### src/rtl/wmu_pkg.sv
// wmu_pkg: shared types and constants of the wheel momentum unloading unit
// used by wmu_ctrl, wmu_dp and the top level; no dependencies
`default_nettype none

package wmu_pkg;

  localparam int unsigned CfgIdxW = 8;
  localparam int unsigned DivSteps = 32;

  localparam logic [CfgIdxW-1:0] CFG_GAIN      = 8'd0;
  localparam logic [CfgIdxW-1:0] CFG_THRESHOLD = 8'd1;
  localparam logic [CfgIdxW-1:0] CFG_LOW_FRAC  = 8'd2;
  localparam logic [CfgIdxW-1:0] CFG_HIGH_FRAC = 8'd3;

  localparam logic [31:0] GAIN_RST      = 32'd65536;
  localparam logic [17:0] THRESHOLD_RST = 18'd20000;
  localparam logic [15:0] LOW_FRAC_RST  = 16'd16384;
  localparam logic [15:0] HIGH_FRAC_RST = 16'd52429;

  typedef enum logic [3:0] {
    OP_NONE,
    OP_SQ,
    OP_THR,
    OP_HI,
    OP_LO,
    OP_CP,
    OP_CN,
    OP_GLO,
    OP_GHI
  } op_e;

  typedef struct packed {
    logic       load;
    op_e        op;
    logic [1:0] axis;
    logic       decide;
    logic       div_init;
    logic       div_step;
    logic       store;
    logic       publish;
  } cmd_t;

  typedef struct packed {
    logic usable;
  } status_t;

endpackage

`default_nettype wire

### src/rtl/wmu_dp.sv
// wmu_dp: datapath with config registers, shared multiplier, flags,
// cross product, restoring divider and result registers; uses wmu_pkg
`default_nettype none

module wmu_dp (
  input  wire logic                          clk_i,
  input  wire logic                          rst_ni,
  input  wire wmu_pkg::cmd_t                 cmd_i,
  output wmu_pkg::status_t                   status_o,
  input  wire logic                          cfg_we_i,
  input  wire logic [wmu_pkg::CfgIdxW-1:0]   cfg_index_i,
  input  wire logic [31:0]                   cfg_data_i,
  input  wire logic signed [17:0]            field_x_i,
  input  wire logic signed [17:0]            field_y_i,
  input  wire logic signed [17:0]            field_z_i,
  input  wire logic signed [23:0]            wheel_mom_x_i,
  input  wire logic signed [23:0]            wheel_mom_y_i,
  input  wire logic signed [23:0]            wheel_mom_z_i,
  input  wire logic [22:0]                   mom_limit_x_i,
  input  wire logic [22:0]                   mom_limit_y_i,
  input  wire logic [22:0]                   mom_limit_z_i,
  output logic signed [31:0]                 dipole_x_o,
  output logic signed [31:0]                 dipole_y_o,
  output logic signed [31:0]                 dipole_z_o,
  output logic [2:0]                         unload_mask_o,
  output logic                               field_usable_o
);

  logic [31:0] gain_q;
  logic [17:0] thr_q;
  logic [15:0] lo_frac_q;
  logic [15:0] hi_frac_q;

  logic signed [17:0] b_q [3];
  logic signed [23:0] h_q [3];
  logic [22:0]        lim_q [3];
  logic [2:0]         flags_q;

  logic signed [57:0] prod_q;
  wmu_pkg::op_e       opd_q;
  logic [1:0]         axd_q;

  logic [35:0]        m_q;
  logic [35:0]        thr2_q;
  logic               usable_q;
  logic signed [42:0] c_q;
  logic [73:0]        acc_q;
  logic [35:0]        rem_q;
  logic [31:0]        qs_q;
  logic               ovf_q;
  logic               neg_q;
  logic signed [31:0] dip_q [3];

  logic signed [32:0] mul_a;
  logic signed [24:0] mul_b;
  logic signed [17:0] b_sel, b_n1, b_n2;
  logic signed [23:0] he_n1, he_n2, h_wb;
  logic [22:0]        lim_sel;
  logic [1:0]         ax_n1, ax_n2;
  logic [41:0]        cmag;
  logic [23:0]        habs;
  logic [39:0]        ah;
  logic [57:0]        num;
  logic [36:0]        trial;
  logic [36:0]        diff;
  logic               ge;
  logic signed [31:0] sat_val;

  function automatic logic [1:0] next_axis(input logic [1:0] a);
    case (a)
      2'd0:    return 2'd1;
      2'd1:    return 2'd2;
      default: return 2'd0;
    endcase
  endfunction

  always_comb begin
    ax_n1 = next_axis(cmd_i.axis);
    ax_n2 = next_axis(ax_n1);
    case (cmd_i.axis)
      2'd1:    begin b_sel = b_q[1]; lim_sel = lim_q[1]; end
      2'd2:    begin b_sel = b_q[2]; lim_sel = lim_q[2]; end
      default: begin b_sel = b_q[0]; lim_sel = lim_q[0]; end
    endcase
    case (ax_n1)
      2'd1:    begin b_n1 = b_q[1]; he_n1 = flags_q[1] ? h_q[1] : '0; end
      2'd2:    begin b_n1 = b_q[2]; he_n1 = flags_q[2] ? h_q[2] : '0; end
      default: begin b_n1 = b_q[0]; he_n1 = flags_q[0] ? h_q[0] : '0; end
    endcase
    case (ax_n2)
      2'd1:    begin b_n2 = b_q[1]; he_n2 = flags_q[1] ? h_q[1] : '0; end
      2'd2:    begin b_n2 = b_q[2]; he_n2 = flags_q[2] ? h_q[2] : '0; end
      default: begin b_n2 = b_q[0]; he_n2 = flags_q[0] ? h_q[0] : '0; end
    endcase
    cmag = c_q[42] ? 42'(-c_q) : c_q[41:0];
  end

  always_comb begin
    mul_a = '0;
    mul_b = '0;
    case (cmd_i.op)
      wmu_pkg::OP_SQ:  begin mul_a = 33'(b_sel); mul_b = 25'(b_sel); end
      wmu_pkg::OP_THR: begin mul_a = {15'b0, thr_q}; mul_b = {7'b0, thr_q}; end
      wmu_pkg::OP_HI:  begin mul_a = {17'b0, hi_frac_q}; mul_b = {2'b0, lim_sel}; end
      wmu_pkg::OP_LO:  begin mul_a = {17'b0, lo_frac_q}; mul_b = {2'b0, lim_sel}; end
      wmu_pkg::OP_CP:  begin mul_a = 33'(he_n1); mul_b = 25'(b_n2); end
      wmu_pkg::OP_CN:  begin mul_a = 33'(he_n2); mul_b = 25'(b_n1); end
      wmu_pkg::OP_GLO: begin mul_a = {1'b0, gain_q}; mul_b = {4'b0, cmag[20:0]}; end
      wmu_pkg::OP_GHI: begin mul_a = {1'b0, gain_q}; mul_b = {4'b0, cmag[41:21]}; end
      default:         begin mul_a = '0; mul_b = '0; end
    endcase
  end

  always_comb begin
    case (axd_q)
      2'd1:    h_wb = h_q[1];
      2'd2:    h_wb = h_q[2];
      default: h_wb = h_q[0];
    endcase
    habs  = h_wb[23] ? 24'(-h_wb) : h_wb;
    ah    = {habs, 16'h0};
    num   = acc_q[73:16];
    trial = {rem_q, qs_q[31]};
    diff  = trial - {1'b0, m_q};
    ge    = trial >= {1'b0, m_q};
    if (neg_q) begin
      sat_val = (ovf_q || qs_q > 32'h8000_0000) ? 32'sh8000_0000 : -$signed(qs_q);
    end else begin
      sat_val = (ovf_q || qs_q[31]) ? 32'sh7fff_ffff : $signed(qs_q);
    end
  end

  assign status_o.usable = m_q > thr2_q;

  always_ff @(posedge clk_i or negedge rst_ni) begin
    if (!rst_ni) begin
      gain_q    <= wmu_pkg::GAIN_RST;
      thr_q     <= wmu_pkg::THRESHOLD_RST;
      lo_frac_q <= wmu_pkg::LOW_FRAC_RST;
      hi_frac_q <= wmu_pkg::HIGH_FRAC_RST;
    end else if (cfg_we_i) begin
      case (cfg_index_i)
        wmu_pkg::CFG_GAIN:      gain_q    <= cfg_data_i;
        wmu_pkg::CFG_THRESHOLD: thr_q     <= cfg_data_i[17:0];
        wmu_pkg::CFG_LOW_FRAC:  lo_frac_q <= cfg_data_i[15:0];
        wmu_pkg::CFG_HIGH_FRAC: hi_frac_q <= cfg_data_i[15:0];
        default: ;
      endcase
    end
  end

  always_ff @(posedge clk_i or negedge rst_ni) begin
    if (!rst_ni) begin
      flags_q <= '0;
      opd_q   <= wmu_pkg::OP_NONE;
    end else begin
      opd_q <= cmd_i.op;
      if (opd_q == wmu_pkg::OP_HI && ah > prod_q[39:0]) begin
        flags_q[axd_q] <= 1'b1;
      end
      if (opd_q == wmu_pkg::OP_LO && ah < prod_q[39:0]) begin
        flags_q[axd_q] <= 1'b0;
      end
    end
  end

  always_ff @(posedge clk_i) begin
    prod_q <= mul_a * mul_b;
    axd_q  <= cmd_i.axis;
    if (cmd_i.load) begin
      b_q[0]   <= field_x_i;
      b_q[1]   <= field_y_i;
      b_q[2]   <= field_z_i;
      h_q[0]   <= wheel_mom_x_i;
      h_q[1]   <= wheel_mom_y_i;
      h_q[2]   <= wheel_mom_z_i;
      lim_q[0] <= mom_limit_x_i;
      lim_q[1] <= mom_limit_y_i;
      lim_q[2] <= mom_limit_z_i;
    end
    case (opd_q)
      wmu_pkg::OP_SQ:  m_q <= ((axd_q == 2'd0) ? 36'd0 : m_q) + prod_q[35:0];
      wmu_pkg::OP_THR: thr2_q <= prod_q[35:0];
      wmu_pkg::OP_CP:  c_q <= prod_q[42:0];
      wmu_pkg::OP_CN:  c_q <= c_q - prod_q[42:0];
      wmu_pkg::OP_GLO: acc_q <= {20'b0, prod_q[53:0]};
      wmu_pkg::OP_GHI: acc_q <= acc_q + {prod_q[52:0], 21'b0};
      default: ;
    endcase
    if (cmd_i.decide) begin
      usable_q <= status_o.usable;
    end
    if (cmd_i.div_init) begin
      rem_q <= {10'b0, num[57:32]};
      qs_q  <= num[31:0];
      ovf_q <= {10'b0, num[57:32]} >= m_q;
      neg_q <= c_q[42];
    end else if (cmd_i.div_step) begin
      rem_q <= ge ? diff[35:0] : trial[35:0];
      qs_q  <= {qs_q[30:0], ge};
    end
    if (cmd_i.store) begin
      case (cmd_i.axis)
        2'd1:    dip_q[1] <= sat_val;
        2'd2:    dip_q[2] <= sat_val;
        default: dip_q[0] <= sat_val;
      endcase
    end
    if (cmd_i.publish) begin
      dipole_x_o     <= usable_q ? dip_q[0] : '0;
      dipole_y_o     <= usable_q ? dip_q[1] : '0;
      dipole_z_o     <= usable_q ? dip_q[2] : '0;
      unload_mask_o  <= flags_q;
      field_usable_o <= usable_q;
    end
  end

endmodule

`default_nettype wire

### src/rtl/wmu_ctrl.sv
// wmu_ctrl: sequencer issuing multiplier, divider and result commands
// uses wmu_pkg; drives wmu_dp through cmd_t and reads status_t
`default_nettype none

module wmu_ctrl (
  input  wire logic             clk_i,
  input  wire logic             rst_ni,
  input  wire logic             in_valid_i,
  output logic                  in_ready_o,
  output logic                  out_valid_o,
  input  wire logic             out_ready_i,
  input  wire wmu_pkg::status_t status_i,
  output wmu_pkg::cmd_t         cmd_o
);

  typedef enum logic [3:0] {
    ST_IDLE,
    ST_MAG,
    ST_DECIDE,
    ST_FLAG,
    ST_CROSS,
    ST_DIVI,
    ST_DIV,
    ST_STORE,
    ST_PUB
  } state_e;

  state_e     state_q;
  logic [4:0] cnt_q;
  logic       ph_q;
  logic [1:0] axis_q;
  logic       out_valid_q;

  assign in_ready_o  = state_q == ST_IDLE;
  assign out_valid_o = out_valid_q;

  always_comb begin
    cmd_o      = '0;
    cmd_o.op   = wmu_pkg::OP_NONE;
    cmd_o.axis = axis_q;
    case (state_q)
      ST_IDLE:   cmd_o.load = in_valid_i;
      ST_MAG: begin
        cmd_o.axis = cnt_q[1:0];
        if (!ph_q) begin
          cmd_o.op = (cnt_q == 5'd3) ? wmu_pkg::OP_THR : wmu_pkg::OP_SQ;
        end
      end
      ST_DECIDE: cmd_o.decide = 1'b1;
      ST_FLAG: begin
        cmd_o.axis = cnt_q[2:1];
        if (!ph_q) begin
          cmd_o.op = cnt_q[0] ? wmu_pkg::OP_LO : wmu_pkg::OP_HI;
        end
      end
      ST_CROSS: begin
        if (!ph_q) begin
          case (cnt_q[1:0])
            2'd0:    cmd_o.op = wmu_pkg::OP_CP;
            2'd1:    cmd_o.op = wmu_pkg::OP_CN;
            2'd2:    cmd_o.op = wmu_pkg::OP_GLO;
            default: cmd_o.op = wmu_pkg::OP_GHI;
          endcase
        end
      end
      ST_DIVI:   cmd_o.div_init = 1'b1;
      ST_DIV:    cmd_o.div_step = 1'b1;
      ST_STORE:  cmd_o.store = 1'b1;
      ST_PUB:    cmd_o.publish = !out_valid_q || out_ready_i;
      default:   cmd_o.op = wmu_pkg::OP_NONE;
    endcase
  end

  always_ff @(posedge clk_i or negedge rst_ni) begin
    if (!rst_ni) begin
      state_q     <= ST_IDLE;
      cnt_q       <= '0;
      ph_q        <= 1'b0;
      axis_q      <= '0;
      out_valid_q <= 1'b0;
    end else begin
      if (cmd_o.publish) begin
        out_valid_q <= 1'b1;
      end else if (out_ready_i) begin
        out_valid_q <= 1'b0;
      end
      case (state_q)
        ST_IDLE: begin
          if (in_valid_i) begin
            state_q <= ST_MAG;
            cnt_q   <= '0;
            ph_q    <= 1'b0;
          end
        end
        ST_MAG: begin
          ph_q <= !ph_q;
          if (ph_q) begin
            if (cnt_q == 5'd3) begin
              state_q <= ST_DECIDE;
            end else begin
              cnt_q <= cnt_q + 5'd1;
            end
          end
        end
        ST_DECIDE: begin
          cnt_q   <= '0;
          axis_q  <= '0;
          state_q <= status_i.usable ? ST_FLAG : ST_PUB;
        end
        ST_FLAG: begin
          ph_q <= !ph_q;
          if (ph_q) begin
            if (cnt_q == 5'd5) begin
              state_q <= ST_CROSS;
              cnt_q   <= '0;
            end else begin
              cnt_q <= cnt_q + 5'd1;
            end
          end
        end
        ST_CROSS: begin
          ph_q <= !ph_q;
          if (ph_q) begin
            if (cnt_q == 5'd3) begin
              state_q <= ST_DIVI;
            end else begin
              cnt_q <= cnt_q + 5'd1;
            end
          end
        end
        ST_DIVI: begin
          state_q <= ST_DIV;
          cnt_q   <= '0;
        end
        ST_DIV: begin
          if (cnt_q == 5'(wmu_pkg::DivSteps - 1)) begin
            state_q <= ST_STORE;
          end else begin
            cnt_q <= cnt_q + 5'd1;
          end
        end
        ST_STORE: begin
          cnt_q <= '0;
          if (axis_q == 2'd2) begin
            state_q <= ST_PUB;
          end else begin
            axis_q  <= axis_q + 2'd1;
            state_q <= ST_CROSS;
          end
        end
        ST_PUB: begin
          if (cmd_o.publish) begin
            state_q <= ST_IDLE;
          end
        end
        default: state_q <= ST_IDLE;
      endcase
    end
  end

  a_one_action: assert property (@(posedge clk_i) disable iff (!rst_ni)
    $onehot0({cmd_o.load, cmd_o.decide, cmd_o.div_init, cmd_o.div_step,
              cmd_o.store, cmd_o.publish}))
    else $error("more than one datapath action in a cycle");

  a_load_starts: assert property (@(posedge clk_i) disable iff (!rst_ni)
    cmd_o.load |=> state_q == ST_MAG && cnt_q == 5'd0)
    else $error("accepted transaction did not start magnitude pass");

  a_div_length: assert property (@(posedge clk_i) disable iff (!rst_ni)
    cmd_o.div_init |=> ##31 cmd_o.div_step ##1 cmd_o.store)
    else $error("divider did not run its full length");

  a_no_overwrite: assert property (@(posedge clk_i) disable iff (!rst_ni)
    out_valid_q && !out_ready_i |-> !cmd_o.publish)
    else $error("pending result overwritten");

endmodule

`default_nettype wire

### src/rtl/wheel_momentum_unloading_unit.sv
// wheel_momentum_unloading_unit: magnetic wheel momentum unloading, top level
// instantiates wmu_ctrl and wmu_dp; uses wmu_pkg
//
// one input transaction carries field, wheel momenta and momentum limits;
// one output transaction returns the three saturated dipole commands, the
// unload mask after the hysteresis update and the field usable flag
// config writes (index, data) are always ready and must be issued while idle
// a weak field skips the flag, cross product and divider passes; each
// shared multiplier operation has an issue and a result phase, and the
// divider runs 32 steps per axis; one transaction is in work at a time
// and the sequencer returns to its idle state between them
// the result sits in an output register; a new input is taken while it
// waits, but that transaction finishes only once the receiver takes the old
// result, stalling the sequencer in its final state
// reset clears the unload flags, loads the default config and empties the
// output register
`default_nettype none

module wheel_momentum_unloading_unit (
  input  wire logic                        clk_i,
  input  wire logic                        rst_ni,
  input  wire logic                        in_valid_i,
  output logic                             in_ready_o,
  input  wire logic signed [17:0]          field_x_i,
  input  wire logic signed [17:0]          field_y_i,
  input  wire logic signed [17:0]          field_z_i,
  input  wire logic signed [23:0]          wheel_mom_x_i,
  input  wire logic signed [23:0]          wheel_mom_y_i,
  input  wire logic signed [23:0]          wheel_mom_z_i,
  input  wire logic [22:0]                 mom_limit_x_i,
  input  wire logic [22:0]                 mom_limit_y_i,
  input  wire logic [22:0]                 mom_limit_z_i,
  output logic                             out_valid_o,
  input  wire logic                        out_ready_i,
  output logic signed [31:0]               dipole_x_o,
  output logic signed [31:0]               dipole_y_o,
  output logic signed [31:0]               dipole_z_o,
  output logic [2:0]                       unload_mask_o,
  output logic                             field_usable_o,
  input  wire logic                        cfg_valid_i,
  output logic                             cfg_ready_o,
  input  wire logic [wmu_pkg::CfgIdxW-1:0] cfg_index_i,
  input  wire logic [31:0]                 cfg_data_i
);

  wmu_pkg::cmd_t    cmd;
  wmu_pkg::status_t status;

  assign cfg_ready_o = 1'b1;

  wmu_ctrl u_ctrl (
    .clk_i       (clk_i),
    .rst_ni      (rst_ni),
    .in_valid_i  (in_valid_i),
    .in_ready_o  (in_ready_o),
    .out_valid_o (out_valid_o),
    .out_ready_i (out_ready_i),
    .status_i    (status),
    .cmd_o       (cmd)
  );

  wmu_dp u_dp (
    .clk_i          (clk_i),
    .rst_ni         (rst_ni),
    .cmd_i          (cmd),
    .status_o       (status),
    .cfg_we_i       (cfg_valid_i && cfg_ready_o),
    .cfg_index_i    (cfg_index_i),
    .cfg_data_i     (cfg_data_i),
    .field_x_i      (field_x_i),
    .field_y_i      (field_y_i),
    .field_z_i      (field_z_i),
    .wheel_mom_x_i  (wheel_mom_x_i),
    .wheel_mom_y_i  (wheel_mom_y_i),
    .wheel_mom_z_i  (wheel_mom_z_i),
    .mom_limit_x_i  (mom_limit_x_i),
    .mom_limit_y_i  (mom_limit_y_i),
    .mom_limit_z_i  (mom_limit_z_i),
    .dipole_x_o     (dipole_x_o),
    .dipole_y_o     (dipole_y_o),
    .dipole_z_o     (dipole_z_o),
    .unload_mask_o  (unload_mask_o),
    .field_usable_o (field_usable_o)
  );

endmodule

`default_nettype wire
### config.mk
export PLATFORM = sky130hd
export DESIGN_NAME = wheel_momentum_unloading_unit
export DESIGN_NICKNAME = d
export VERILOG_FILES = /design/src/rtl/wmu_pkg.sv /design/src/rtl/wmu_dp.sv /design/src/rtl/wmu_ctrl.sv /design/src/rtl/wheel_momentum_unloading_unit.sv
export SDC_FILE = /design/constraint.sdc
export NUM_CORES = 2
export LEC_CHECK = 0
export ABC_AREA = 0
export BUFFER_PORTS_ARGS = -buffer_cell sky130_fd_sc_hd__buf_2
export CELL_PAD_IN_SITES_DETAIL_PLACEMENT = 1
export CELL_PAD_IN_SITES_GLOBAL_PLACEMENT = 2
export CORE_UTILIZATION = 42
export DETAILED_ROUTE_END_ITERATION = 16
export GPL_ROUTABILITY_DRIVEN = 1
export GPL_TIMING_DRIVEN = 0
export PLACE_DENSITY = 0.92
export SLEW_MARGIN = 40
export SYNTH_ARGS = -nofsm -noshare
export SYNTH_HDL_FRONTEND = slang
export SYNTH_HIERARCHICAL = 1
export SYNTH_SLANG_ARGS = --single-unit
export TNS_END_PERCENT = 30
### constraint.sdc
create_clock -name clk_i -period 15.28 [get_ports clk_i]
set_clock_uncertainty 0.15 [all_clocks]
set_input_delay 0.764 -clock clk_i [delete_from_list [all_inputs] [get_ports clk_i]]
set_output_delay 0.764 -clock clk_i [all_outputs]
set_load 0.005 [all_outputs]
==> reports/qor.yml <==
power.internal_w: 0.008578
syn-mean-instance-area_um2: 9.814
netSwitchingFraction_pct: 55.24
postLayoutCellArea_um2: 80820
p_leak_nw: 35.79
synth.yosys.seq_area_share_pct: 31.54
post_drt_via_cell_ratio: 5.882
worst_hold_path_type: "in -> reg"
die_height_um: 415.6
dpl_cell_area_um2: 77430
die_wd_um: 415.6
setup-violations-final: 0
final_core_utilization_pct: 47.64
insertion_delay_ps: 770
rr_startpoint: "u_ctrl/state_q[0]"
max-vdd-ir-drop_uv: 174.5
area_growth_pct: 12.48
max_cap_violations: 0
r2r-end: "u_dp/prod_q[47]"
layout.filler_cells: 19250
htree_num_levels: 3
drcViolationCount: 0
comb_power_share_pct: 70.1
gr-usage-all-layers_pct: 32.56
totalPowerFinal_w: 0.01917
final_layout_size_suffix_gt1_share_pct: 10.74
wl_per_cell_um: 27.94
synthArstFlopShare_pct: 12.86
power_switching_w: 0.01059
dp_hpwl_um: 228700
cts_tree: "done"
critical_path_required_ps: 15770
path_class: "reg -> reg"
outcome: "completed"
timing_worst_slew_pin_value_ps: 999.5
worstSetupEndpoint: "u_dp/prod_q[47]"
critPathMaxStageDelay_ps: 670
mostFrequentLayoutCells: "1,129 x sky130_fd_sc_hd__inv_1, 804 x sky130_fd_sc_hd__fa_1, 724 x sky130_fd_sc_hd__nand2_1, 710 x sky130_fd_sc_hd__nor2_1, 625 x sky130_fd_sc_hd__edfxtp_1"
placementRows: 151
core_area_um2: 169700
dieArea_um2: 172700
rr_worst_depth: 44
placement.io_buffers: 341
slew_viol_final: 0
post_synth_num_cell_types: 89
crit_share_post_route_pct: 97.11
final_period_minus_worst_setup_slack_ps: 14840
tns_ps: 0
final_common_cell: "sky130_fd_sc_hd__inv_1"
start_util_pct: 42.35
post_synth_instance_area_um2: 71850
numCtsBuffers: 89
max-slew-margin-rel_pct: 33.37
number_of_global_route_vias_before_repair: 63020
rd_place_congestion: 1.023
rsz0062_at_grt: "false"
fmaxAchievable_mhz: 67.39
number_of_top_level_pins: 343
final_antenna_net_count: 0
worstSetupStartpointType: "flip-flop"
ys_seq_elements: 793
worst_path_max_delay_cell: "sky130_fd_sc_hd__fa_1"
drt_pass1_iterations: 8
number_of_flops_mapped_to_enable_cells_by_yosys: 625
drt_iter0_drc: 5542
routed_wirelength_um: 283000
critical_path.endpoint_type: "flip-flop"
antenna_violations_before_repair: 20
path_max_fanout: 10
clkPwrFrac_pct: 12.2
grt_pass1_wl_um: 415400
worst_ep_arrival_time_ps: 15330
nNetsFinal: 9291
synth-warning-count: 6
share_seq_of_total_power_pct: 17.7
yosys_most_used_dff: "sky130_fd_sc_hd__edfxtp_1"
clkSlewWorstSetupHoldPaths_ps: 70
setup.reg_to_reg.worst_slack_ps: 440
clk_root_buffer_cell: "sky130_fd_sc_hd__clkbuf_16"
timing.critical_path.from: "u_ctrl/state_q[0]"
route.vias.total: 59590
maximum_number_of_buffers_from_clock_root_to_sink: 3
largest_net_degree_at_the_start_of_global_routing: 59
overflow_after_grt: 0
clock_sink_count: 793
syn_nets: 8786
cellPowerDensity_nw_per_um2: 237.1
final_hold_viol_count: 0
synthCells: 7321
[routing by layer]
metal | wire length (um) | track usage (%)
met5 | 89 | 0
met4 | 17510 | 17.46
met3 | 24880 | 6.970
met2 | 129000 | 52.05
met1 | 111500 | 41.28
[power by group through the flow]
stage | Combinational [W] | Clock [W] | Sequential (W)
finish | 0.0134 | 0.00233 | 0.00339
detailed placement | 0.0130 | 0 | 0.00342
CTS | 0.0131 | 0.00237 | 0.00338
global route | 0.0144 | 0.00243 | 0.00341
floorplan | 0.00807 | 0 | 0.00321
global placement | 0.0124 | 0 | 0.00344
[registers in the layout (all words and copies together), names as in the netlist, 18 cells and up]
register         cells
u_dp/qs_q           32
u_dp/lim_q          69
u_dp/acc_q          58
u_dp/dipole_z_o     32
u_dp/b_q            54
u_dp/h_q            72
u_dp/dipole_x_o     32
u_dp/gain_q         32
u_dp/rem_q          36
u_dp/prod_q         54
u_dp/dip_q          96
u_dp/m_q            36
u_dp/c_q            43
u_dp/thr2_q         36
u_dp/dipole_y_o     32
u_dp/thr_q          18
[Yosys cell counts, types with 43 or more instances]
master | number | share of area, %
sky130_fd_sc_hd__a21o_1 | 164 | 1.7
sky130_fd_sc_hd__a211oi_1 | 61 | 0.64
sky130_fd_sc_hd__clkbuf_1 | 309 | 1.6
sky130_fd_sc_hd__nor2_1 | 714 | 3.7
sky130_fd_sc_hd__xnor2_1 | 144 | 1.8
sky130_fd_sc_hd__dfxtp_1 | 66 | 1.8
sky130_fd_sc_hd__nor3_1 | 79 | 0.55
sky130_fd_sc_hd__ha_1 | 420 | 7.3
sky130_fd_sc_hd__edfxtp_1 | 625 | 26
sky130_fd_sc_hd__fa_1 | 805 | 22
sky130_fd_sc_hd__mux2_2 | 115 | 1.8
sky130_fd_sc_hd__nand3_1 | 58 | 0.40
sky130_fd_sc_hd__nand2_1 | 724 | 3.8
sky130_fd_sc_hd__inv_1 | 1129 | 5.9
sky130_fd_sc_hd__o21a_1 | 51 | 0.53
sky130_fd_sc_hd__nand2b_1 | 69 | 0.60
sky130_fd_sc_hd__o311ai_0 | 43 | 0.52
sky130_fd_sc_hd__o21ai_0 | 321 | 2.2
sky130_fd_sc_hd__xor2_1 | 122 | 1.5
sky130_fd_sc_hd__dfrtp_1 | 86 | 3.0
sky130_fd_sc_hd__a21oi_1 | 261 | 1.8
sky130_fd_sc_hd__a22oi_1 | 110 | 1.1
sky130_fd_sc_hd__and2_1 | 146 | 1.3
[worst max-delay path, delay by kind of cell, from the launching register on]
family	cells	cell delay (ps)
buf+inv	15	4260
xor+xnor	1	160
simple gates	7	1900
compound gates	12	3480
fa+ha+maj	9	4350
flops	1	350
[kinds of logic (layout without fill, tap and decap cells)]
| kind of cell | Yosys count | after routing | synth area share, % |
|---|---|---|---|
| adder cells (fa/ha/maj) | 1225 | 1225 | 29.74 |
| other | 1 | 11 | 0.005219 |
| AO/OA/AOI/OAI | 1340 | 1340 | 12.30 |
| flip-flops | 793 | 793 | 31.54 |
| buffers and inverters | 1463 | 2045 | 7.671 |
| multiplexers | 134 | 134 | 2.067 |
| XOR/XNOR | 266 | 266 | 3.242 |
| AND/OR/NAND/NOR | 2099 | 2099 | 13.43 |
[how the worst min path moves through the flow]
stage                  startpoint               endpoint  slack [ps]  cells past startpoint
2_1_floorplan     u_dp/flags_q[0]  u_dp/unload_mask_o[0]         270                      0
6_report         mom_limit_y_i[4]      u_dp/lim_q[0][27]          30                      1
4_1_cts          mom_limit_y_i[4]      u_dp/lim_q[0][27]         0.3                      1
5_1_grt          mom_limit_z_i[9]      u_dp/lim_q[0][55]          30                      1
3_5_place_dp   u_dp/lo_frac_q[13]     u_dp/lo_frac_q[13]         340                      1
3_3_place_gp   u_dp/hi_frac_q[13]     u_dp/hi_frac_q[13]         340                      1
[layout make-up]
cell class              instances  area, um2  area share [%]
flip-flops and latches        793      22660           28.04
clock buffers                 130       2608           3.226
diodes                         10      25.02         0.03096
plain buffers                 334       1341           1.660
inverters                    1129       4238           5.243
well taps                    2218       2775           3.434
clock inverters                38      576.8          0.7137
multi-input cells            5065      44080           54.54
repair buffers                414       2515           3.112
[through the flow]
stage               setup WS [ps]  std cells  hold WS, ps
finish                      441.7      10130        33.09
global route                44.50      10130        25.82
CTS                         33.24      10120       0.3026
detailed placement          121.6       9944        344.9
global placement           -616.6       9880        337.3
floorplan                    4445       7321        273.1
[what timing repair did]
action	4_1_cts	5_1_grt
setup endpoints to repair	0	11
endpoints found under the hold margin	57	0
hold buffers	7	0
setup buffers	0	0
resized for setup	0	11
Power figures use the tool's default switching activity.
